--- src/sv/rpl_pkg.sv ---
`default_nettype none

package rpl_pkg;

  localparam int CFG_DATA_W       = 16;
  localparam int CFG_INDEX_W      = 8;
  localparam int FIELD_W          = 16;
  localparam int INDEX_BITS_DEF   = 16;
  localparam int SAMPLE_BITS_DEF  = 16;

  // 0.6 s at 360 samples/s
  localparam logic [CFG_DATA_W-1:0] MIN_SEP_RESET    = 16'd216;
  localparam logic [CFG_DATA_W-1:0] PEAK_LIMIT_RESET = 16'd10;

  typedef enum logic [CFG_INDEX_W-1:0] {
    REG_MIN_SEPARATION = 8'd0,
    REG_PEAK_LIMIT     = 8'd1
  } reg_index_t;

  typedef struct packed {
    logic [CFG_DATA_W-1:0] min_separation;
    logic [CFG_DATA_W-1:0] peak_limit;
  } cfg_t;

endpackage

`default_nettype wire

--- src/sv/rpl_if.sv ---
`default_nettype none

interface rpl_in_if #(
  parameter int SAMPLE_BITS = 16
);
  logic                          valid;
  logic                          ready;
  logic signed [SAMPLE_BITS-1:0] sample;
  logic                          edge_marker;
  logic                          last_sample;

  modport source (output valid, sample, edge_marker, last_sample, input ready);
  modport sink   (input valid, sample, edge_marker, last_sample, output ready);
endinterface

interface rpl_out_if;
  logic        valid;
  logic        ready;
  logic [15:0] peak_position;
  logic [15:0] peak_number;

  modport source (output valid, peak_position, peak_number, input ready);
  modport sink   (input valid, peak_position, peak_number, output ready);
endinterface

`default_nettype wire

--- src/sv/rpl_cfg.sv ---
`default_nettype none

module rpl_cfg
  import rpl_pkg::*;
(
  input  wire logic                   clk,
  input  wire logic                   rst,
  input  wire logic                   cfg_we,
  input  wire logic [CFG_INDEX_W-1:0] cfg_index,
  input  wire logic [CFG_DATA_W-1:0]  cfg_data,
  output cfg_t                        cfg
);

  always_ff @(posedge clk) begin
    if (rst) begin
      cfg.min_separation <= MIN_SEP_RESET;
      cfg.peak_limit     <= PEAK_LIMIT_RESET;
    end else if (cfg_we) begin
      unique case (cfg_index)
        REG_MIN_SEPARATION: cfg.min_separation <= cfg_data;
        REG_PEAK_LIMIT:     cfg.peak_limit     <= cfg_data;
        default: ;
      endcase
    end
  end

endmodule

`default_nettype wire

--- src/sv/rpl_tracker.sv ---
`default_nettype none

module rpl_tracker
  import rpl_pkg::*;
#(
  parameter int INDEX_BITS  = INDEX_BITS_DEF,
  parameter int SAMPLE_BITS = SAMPLE_BITS_DEF
) (
  input  wire logic                          clk,
  input  wire logic                          rst,
  input  wire logic                          step,
  input  wire logic signed [SAMPLE_BITS-1:0] sample,
  input  wire logic                          edge_marker,
  input  wire logic                          last_sample,
  input  wire cfg_t                          cfg,
  output logic                               emit,
  output logic [FIELD_W-1:0]                 peak_position,
  output logic [FIELD_W-1:0]                 peak_number
);

  localparam int CMP_W = (INDEX_BITS > CFG_DATA_W) ? INDEX_BITS : CFG_DATA_W;

  logic [INDEX_BITS-1:0]  sample_counter, sample_counter_next;
  logic                   complex_open, complex_open_next;
  logic [INDEX_BITS-1:0]  complex_start, complex_start_next;
  logic [INDEX_BITS-1:0]  complex_end, complex_end_next;
  logic [SAMPLE_BITS-1:0] committed_max, committed_max_next;
  logic [INDEX_BITS-1:0]  committed_index, committed_index_next;
  logic [SAMPLE_BITS-1:0] pending_max, pending_max_next;
  logic [INDEX_BITS-1:0]  pending_index, pending_index_next;
  logic [FIELD_W-1:0]     peaks_found, peaks_found_next;
  logic                   halted, halted_next;

  logic [SAMPLE_BITS-1:0] mag;
  logic [INDEX_BITS-1:0]  marker_gap;
  logic [INDEX_BITS-1:0]  pos;
  logic                   under_limit;
  logic                   far;

  // true absolute value; most negative code maps to 2^(SAMPLE_BITS-1)
  assign mag = sample[SAMPLE_BITS-1] ? (~sample + 1'b1) : sample;
  assign marker_gap = sample_counter - complex_end;
  assign far = CMP_W'(marker_gap) >= CMP_W'(cfg.min_separation);
  assign under_limit = peaks_found < cfg.peak_limit;

  always_comb begin
    sample_counter_next  = sample_counter;
    complex_open_next    = complex_open;
    complex_start_next   = complex_start;
    complex_end_next     = complex_end;
    committed_max_next   = committed_max;
    committed_index_next = committed_index;
    pending_max_next     = pending_max;
    pending_index_next   = pending_index;
    peaks_found_next     = peaks_found;
    halted_next          = halted;
    emit                 = 1'b0;
    pos                  = committed_index;

    if (!halted) begin
      if (edge_marker) begin
        if (!complex_open || (far && under_limit)) begin
          if (complex_open) begin
            emit             = 1'b1;
            peaks_found_next = peaks_found + 1'b1;
          end
          complex_open_next    = 1'b1;
          complex_start_next   = sample_counter;
          complex_end_next     = sample_counter;
          committed_max_next   = '0;
          committed_index_next = sample_counter;
          pending_max_next     = mag;
          pending_index_next   = sample_counter;
        end else if (far) begin
          halted_next = 1'b1;
        end else begin
          if (pending_max > committed_max) begin
            committed_max_next   = pending_max;
            committed_index_next = pending_index;
          end
          complex_end_next   = sample_counter;
          pending_max_next   = mag;
          pending_index_next = sample_counter;
        end
      end else if (complex_open && mag > pending_max) begin
        pending_max_next   = mag;
        pending_index_next = sample_counter;
      end
    end

    if (last_sample) begin
      // flush a complex holding at least two markers
      if (!halted_next && complex_open_next && complex_end_next != complex_start_next &&
          under_limit && !emit) begin
        emit = 1'b1;
        pos  = committed_index_next;
      end
      sample_counter_next  = '0;
      complex_open_next    = 1'b0;
      complex_start_next   = '0;
      complex_end_next     = '0;
      committed_max_next   = '0;
      committed_index_next = '0;
      pending_max_next     = '0;
      pending_index_next   = '0;
      peaks_found_next     = '0;
      halted_next          = 1'b0;
    end else begin
      sample_counter_next = sample_counter + 1'b1;
    end
  end

  always_comb begin
    peak_number = peaks_found;
    if (INDEX_BITS >= FIELD_W) begin
      peak_position = pos[FIELD_W-1:0];
    end else begin
      peak_position = FIELD_W'(pos);
    end
  end

  always_ff @(posedge clk) begin
    if (rst) begin
      sample_counter  <= '0;
      complex_open    <= 1'b0;
      complex_start   <= '0;
      complex_end     <= '0;
      committed_max   <= '0;
      committed_index <= '0;
      pending_max     <= '0;
      pending_index   <= '0;
      peaks_found     <= '0;
      halted          <= 1'b0;
    end else if (step) begin
      sample_counter  <= sample_counter_next;
      complex_open    <= complex_open_next;
      complex_start   <= complex_start_next;
      complex_end     <= complex_end_next;
      committed_max   <= committed_max_next;
      committed_index <= committed_index_next;
      pending_max     <= pending_max_next;
      pending_index   <= pending_index_next;
      peaks_found     <= peaks_found_next;
      halted          <= halted_next;
    end
  end

endmodule

`default_nettype wire

--- src/sv/ecg_r_peak_locator.sv ---
// R-peak locator for a stream of filtered ECG samples. One sample word is
// taken per clock, as the single state update loop allows, unless a stalled
// result register holds the pipeline; each word passes an input register,
// compare and update logic against the running complex state, and a result
// register, which takes the peak word for the sample that closes or flushes
// its complex. min_separation and peak_limit are to be written by the user
// only while the stream is idle; the block itself does not enforce this.
`default_nettype none

module ecg_r_peak_locator
  import rpl_pkg::*;
#(
  parameter int INDEX_BITS  = INDEX_BITS_DEF,
  parameter int SAMPLE_BITS = SAMPLE_BITS_DEF
) (
  input  wire logic                   clk,
  input  wire logic                   rst,
  input  wire logic                   cfg_we,
  input  wire logic [CFG_INDEX_W-1:0] cfg_index,
  input  wire logic [CFG_DATA_W-1:0]  cfg_data,
  rpl_in_if.sink                      samples,
  rpl_out_if.source                   peaks
);

  cfg_t cfg;

  logic                          in_valid;
  logic signed [SAMPLE_BITS-1:0] in_sample;
  logic                          in_marker;
  logic                          in_last;
  logic                          advance;

  logic               emit;
  logic [FIELD_W-1:0] peak_position;
  logic [FIELD_W-1:0] peak_number;

  logic               out_valid;
  logic [FIELD_W-1:0] out_position;
  logic [FIELD_W-1:0] out_number;

  assign advance       = in_valid && (!out_valid || peaks.ready);
  assign samples.ready = !in_valid || advance;

  rpl_cfg u_cfg (
    .clk       (clk),
    .rst       (rst),
    .cfg_we    (cfg_we),
    .cfg_index (cfg_index),
    .cfg_data  (cfg_data),
    .cfg       (cfg)
  );

  always_ff @(posedge clk) begin
    if (rst) begin
      in_valid <= 1'b0;
    end else if (samples.ready) begin
      in_valid <= samples.valid;
    end
  end

  always_ff @(posedge clk) begin
    if (samples.valid && samples.ready) begin
      in_sample <= samples.sample;
      in_marker <= samples.edge_marker;
      in_last   <= samples.last_sample;
    end
  end

  rpl_tracker #(
    .INDEX_BITS  (INDEX_BITS),
    .SAMPLE_BITS (SAMPLE_BITS)
  ) u_tracker (
    .clk           (clk),
    .rst           (rst),
    .step          (advance),
    .sample        (in_sample),
    .edge_marker   (in_marker),
    .last_sample   (in_last),
    .cfg           (cfg),
    .emit          (emit),
    .peak_position (peak_position),
    .peak_number   (peak_number)
  );

  always_ff @(posedge clk) begin
    if (rst) begin
      out_valid <= 1'b0;
    end else if (advance) begin
      out_valid <= emit;
    end else if (peaks.ready) begin
      out_valid <= 1'b0;
    end
  end

  always_ff @(posedge clk) begin
    if (advance && emit) begin
      out_position <= peak_position;
      out_number   <= peak_number;
    end
  end

  assign peaks.valid         = out_valid;
  assign peaks.peak_position = out_position;
  assign peaks.peak_number   = out_number;

endmodule

`default_nettype wire

--- src/flat_wrapper.sv ---
// flat-port wrapper written by rule: the top's interface ports become plain ports
module ecg_r_peak_locator_flat import rpl_pkg::*;
#(
  parameter int INDEX_BITS  = INDEX_BITS_DEF,
  parameter int SAMPLE_BITS = SAMPLE_BITS_DEF
)
  (clk, rst, cfg_we, cfg_index, cfg_data, samples_valid, samples_sample, samples_edge_marker, samples_last_sample, samples_ready, peaks_valid, peaks_peak_position, peaks_peak_number, peaks_ready);
  rpl_in_if #(.SAMPLE_BITS(SAMPLE_BITS)) samples_i ();
  rpl_out_if peaks_i ();
  input  wire logic clk;
  input  wire logic rst;
  input  wire logic cfg_we;
  input  wire logic [CFG_INDEX_W-1:0] cfg_index;
  input  wire logic [CFG_DATA_W-1:0] cfg_data;
  input wire logic [$bits(samples_i.valid)-1:0] samples_valid;
  input wire logic [$bits(samples_i.sample)-1:0] samples_sample;
  input wire logic [$bits(samples_i.edge_marker)-1:0] samples_edge_marker;
  input wire logic [$bits(samples_i.last_sample)-1:0] samples_last_sample;
  output wire logic [$bits(samples_i.ready)-1:0] samples_ready;
  output wire logic [$bits(peaks_i.valid)-1:0] peaks_valid;
  output wire logic [$bits(peaks_i.peak_position)-1:0] peaks_peak_position;
  output wire logic [$bits(peaks_i.peak_number)-1:0] peaks_peak_number;
  input wire logic [$bits(peaks_i.ready)-1:0] peaks_ready;
  assign samples_i.valid = samples_valid;
  assign samples_i.sample = samples_sample;
  assign samples_i.edge_marker = samples_edge_marker;
  assign samples_i.last_sample = samples_last_sample;
  assign samples_ready = samples_i.ready;
  assign peaks_valid = peaks_i.valid;
  assign peaks_peak_position = peaks_i.peak_position;
  assign peaks_peak_number = peaks_i.peak_number;
  assign peaks_i.ready = peaks_ready;
  ecg_r_peak_locator #(.INDEX_BITS(INDEX_BITS), .SAMPLE_BITS(SAMPLE_BITS)) u_core (.clk(clk), .rst(rst), .cfg_we(cfg_we), .cfg_index(cfg_index), .cfg_data(cfg_data), .samples(samples_i), .peaks(peaks_i));
endmodule
--- config.mk ---
export PLATFORM = sky130hd
export DESIGN_NAME = ecg_r_peak_locator_flat
export DESIGN_NICKNAME = d
export VERILOG_FILES = /design/src/sv/rpl_pkg.sv /design/src/sv/rpl_if.sv /design/src/sv/rpl_cfg.sv /design/src/sv/rpl_tracker.sv /design/src/sv/ecg_r_peak_locator.sv /design/src/flat_wrapper.sv
export SDC_FILE = /design/constraint.sdc
export NUM_CORES = 1
export LEC_CHECK = 0
export BUFFER_PORTS_ARGS = -buffer_cell sky130_fd_sc_hd__buf_2
export CAP_MARGIN = 20
export CORE_AREA = 2 2 142 144
export CTS_BUF_LIST = sky130_fd_sc_hd__clkbuf_16
export CTS_CLUSTER_DIAMETER = 80
export DETAILED_ROUTE_END_ITERATION = 7
export DIE_AREA = 0 0 144 146
export GPL_TIMING_DRIVEN = 0
export HOLD_SLACK_MARGIN = 0.15
export PLACE_DENSITY = 0.83
export SLEW_MARGIN = 20
export SYNTH_ARGS = -nofsm -noshare
export SYNTH_HDL_FRONTEND = slang
export SYNTH_SLANG_ARGS = --single-unit
--- constraint.sdc ---
create_clock -name clk -period 8.5 [get_ports clk]
set_input_delay 0.85 -clock clk [delete_from_list [all_inputs] [get_ports clk]]
set_output_delay 0.85 -clock clk [all_outputs]
set_load 0.005 [all_outputs]
==> results.tsv <==
stage	metric	value	unit
pwr	P per Cell Area	164.4	nW/um^2
finish	commonest non-fill, non-tap cell in the layout	dfxtp_1	
floorplanning	Die Ht	146	um
pwr	Seq pwr share	49.1	%
clock_tree	CTS Hold Bufs	0	
drt	DR iter-0 viols	819	
global_routing	initial antenna violation count	0	
drt	routed vias/inst	5.889	
sta	Slew @ Worst Pin	1.067	ns
synthesis	#FFs+latches synth	214	
clock_tree	Clock transition at path regs	0.06	ns
place	worst slack, placed	1.857	ns
synthesis	Post-synth EDFFs	50	
finish	fin area	13170	sq um
synthesis	post-synthesis cell area	11730	sq um
pwr	Internal	1.642	mW
min_path	min-delay worst type	register to register	
synthesis	Synth Instances	1274	
clock_tree	Post-CTS Setup Bufs	0	
drt	TritonRoute pass-1 iters	5	
worst_setup_path	Startpoint Class	register	
synthesis	Avg Inst Size Synth	9.208	sq um
floorplanning	die width	144	um
floorplanning	Core Box Area	19330	sq um
finish	nets@finish	1510	
worst_setup_path	CP required	8.71	ns
sta	Hold Fails Final Rpt	0	
job	Max Cap Viol	0	
pwr	VDD IR max	0.1826	mV
floorplanning	Ports	81	
synthesis	Mapped Nets	1403	
place	area post-placement	12490	sq um
global_routing	GRT Residual Overflow	0	
place	Placer Congestion	0.9760	
drt	Avg WL per Cell	17.65	um
sta	Tmin final	6.760	ns
place	# port buffers	80	
drt	WL final	29.33	mm
floorplanning	Starting Density	60.67	%
pwr	switching part of the total	24.14	%
global_routing	largest net degree at the start of global routing	19	
finish	Area Overhead vs Synth	12.23	%
drt	vias	9787	
finish	Antenna Cells	0	
sta	Slew headroom	28.35	%
clock_tree	H-tree Lvls	1	
pwr	P_sw	0.5226	mW
finish	fillcell total	1516	
place	hpwl dp	21.62	mm
drt	Residual DRC	0	
sta	Final Cycle Share	79.53	%
worst_setup_path	Arrival @ worst endpoint	6.97	ns
clock_tree	Clock Root Buffer	clkbuf_16	
synthesis	Cell variety after synth	81	
pwr	Clk pwr share	42.1	%
drt	post-route ant nets	0	
floorplanning	# rows	51	
pwr	final total power	2.165	mW
worst_setup_path	critical path capture point type	register	
global_routing	first-pass GRT wire length	47.82	mm
global_routing	gr usage total	28.12	%
sta	RSZ-0062 raised after global routing	no	
sta	setup violators final	0	
sta	Post-Route Setup TNS	0	ns
worst_setup_path	crit path kind	register to register	
synthesis	dominant synthesized flop cell	dfxtp_1	
clock_tree	CTS Buffer Depth	3	
sta	final hold slack	0.4484	ns
sta	Peak Freq	147.9	MHz
sta	clk_skew	0.01539	ns
run_status	run status	finished clean	
synthesis	fraction of registers with async set/reset	0	%
sta	Pins Over Slew Limit	0	
synthesis	post-synthesis sequential area ratio	40.78	%
worst_setup_path	Critical Path Fanout Max	9	
pwr	Comb pwr share	8.8	%
sta	final worst slack	1.740	ns
clock_tree	TritonCTS clock tree	built	
clock_tree	# resized after CTS	0	
clock_tree	Num CTS Buffers	22	
finish	most frequent cells in the layout	164 x dfxtp_1, 147 x nor2_1, 110 x inv_1	
synthesis	Ys Warns	0	
finish	share of layout cells above drive strength 1	11.74	%
pwr	Leak	5.205	nW
clock_tree	CTS sink count	214	
clock_tree	worst-skew pair later-pin latency	0.51	ns
floorplanning	die area	21020	sq um
global_routing	vias in the first global route	9765	
flip-flops by register name, indices dropped and copies added, names as in the netlist, 16 cells and up:
| signal | cells |
|---|---|
| u_core.in_sample | 16 |
| u_core.peaks.peak_number | 16 |
| u_core.peaks.peak_position | 16 |
| u_core.u_cfg.cfg | 32 |
| u_core.u_tracker.committed_index | 16 |
| u_core.u_tracker.committed_max | 16 |
| u_core.u_tracker.complex_end | 16 |
| u_core.u_tracker.complex_start | 16 |
| u_core.u_tracker.peak_number | 16 |
| u_core.u_tracker.pending_index | 16 |
| u_core.u_tracker.pending_max | 16 |
| u_core.u_tracker.sample_counter | 16 |
synth_stat cells, types with 4 or more instances:
cell type | n | area share [%]
mux2_2 | 7 | 0.67
and2_1 | 4 | 0.21
mux2_4 | 10 | 1.3
mux2i_1 | 58 | 4.9
o22ai_1 | 19 | 1.0
or3_1 | 13 | 0.69
a22o_1 | 16 | 1.2
ha_1 | 81 | 8.6
a211o_1 | 9 | 0.67
o21ai_1 | 4 | 0.17
dfxtp_1 | 164 | 28
and3_1 | 13 | 0.69
clkbuf_1 | 46 | 1.5
xor2_1 | 38 | 2.8
edfxtp_1 | 50 | 13
nand2_1 | 88 | 2.8
nor2_1 | 147 | 4.7
and4_1 | 4 | 0.30
nor2b_1 | 24 | 1.3
nand4_1 | 9 | 0.48
a21oi_1 | 68 | 2.9
nor4_1 | 10 | 0.53
nor3_1 | 17 | 0.73
nand2b_1 | 46 | 2.5
o21ai_0 | 29 | 1.2
a22oi_1 | 33 | 2.1
inv_1 | 103 | 3.3
a21o_1 | 11 | 0.70
nand3_1 | 20 | 0.85
o2111ai_1 | 20 | 1.5
buf_1 | 5 | 0.16
xnor2_1 | 26 | 1.9
buf_2 | 4 | 0.17
o21a_1 | 11 | 0.70
area by class of cell:
cell class | instances | area [sq um] | area share, %
buffer | 60 | 270.3 | 2.053
clock buffer | 23 | 575.6 | 4.371
clock inverter | 17 | 96.34 | 0.7317
inverter | 103 | 386.6 | 2.936
multi-input combinational | 897 | 6295 | 47.81
sequential | 214 | 4785 | 36.34
tap | 265 | 331.6 | 2.518
timing repair buffer | 83 | 426.7 | 3.241
final timing paths:
kind | start | to | slack (ns) | cells after the start
hold reg to reg | u_core.u_tracker.committed_max[11] | u_core.u_tracker.committed_max[11] | 0.45 | 2
setup / recovery | u_core.u_tracker.sample_counter[0] | u_core.peaks.peak_position[0] | 1.74 | 25
hold / removal | u_core.u_tracker.committed_max[11] | u_core.u_tracker.committed_max[11] | 0.45 | 2
setup reg to reg | u_core.u_tracker.sample_counter[0] | u_core.peaks.peak_position[0] | 1.74 | 25
cells by family (layout without fill, tap and decap cells):
family / after synthesis / count (layout) / synth area share (%)
and+or+nand+nor: 411 / 411 / 16.93
AOI/OAI and AO/OA: 264 / 264 / 16.11
DFF: 214 / 214 / 40.78
buffers and inverters: 163 / 286 / 5.599
adders and majority gates: 82 / 82 / 8.810
muxes: 76 / 76 / 6.997
xor gates and xnor gates: 64 / 64 / 4.778
through the flow:
stage               utilization, %  cells
floorplan                        -   1274
finish                       68.10   1662
global placement             64.46   1619
global route                 68.10   1662
detailed placement           64.62   1622
CTS                          68.10   1662
critical path, stage by stage (launching register included):
cell and delay, ns:
dfxtp_1 0.49, inv_1 0.21, ha_1 0.29, fa_1 0.48
nor2b_1 0.13, o21ai_0 0.10, a21boi_0 0.30, o21ai_0 0.15
a21boi_0 0.25, o21ai_0 0.17, a21o_1 0.23, a31oi_1 0.32
o211ai_1 0.18, ha_1 0.30, nand2_1 0.07, o21ai_2 0.24
o21ai_0 0.16, a21oi_2 0.20, a21bo_2 0.33, nand2_4 0.11
mux2i_1 0.35, a2111oi_4 0.14, and3_2 0.26, nor3_2 0.51
buf_4 0.32, buf_6 0.17
layer usage:
layer | wire length, um | global-route usage [%]
met1 | 12220 | 35.56
met2 | 13880 | 47.81
met3 | 1896 | 4.146
met4 | 1333 | 11.67
met5 | 0 | 0
power by group through the flow:
stage	clock, mW	combinational [mW]	sequential (mW)
5_1_grt	0.957	0.208	1.06
3_3_place_gp	0	0.182	1.08
6_report	0.911	0.190	1.06
2_1_floorplan	0	0.127	1.08
4_1_cts	0.919	0.188	1.06
3_5_place_dp	0	0.186	1.09
Note: power is estimated with default switching activity, not from simulation.
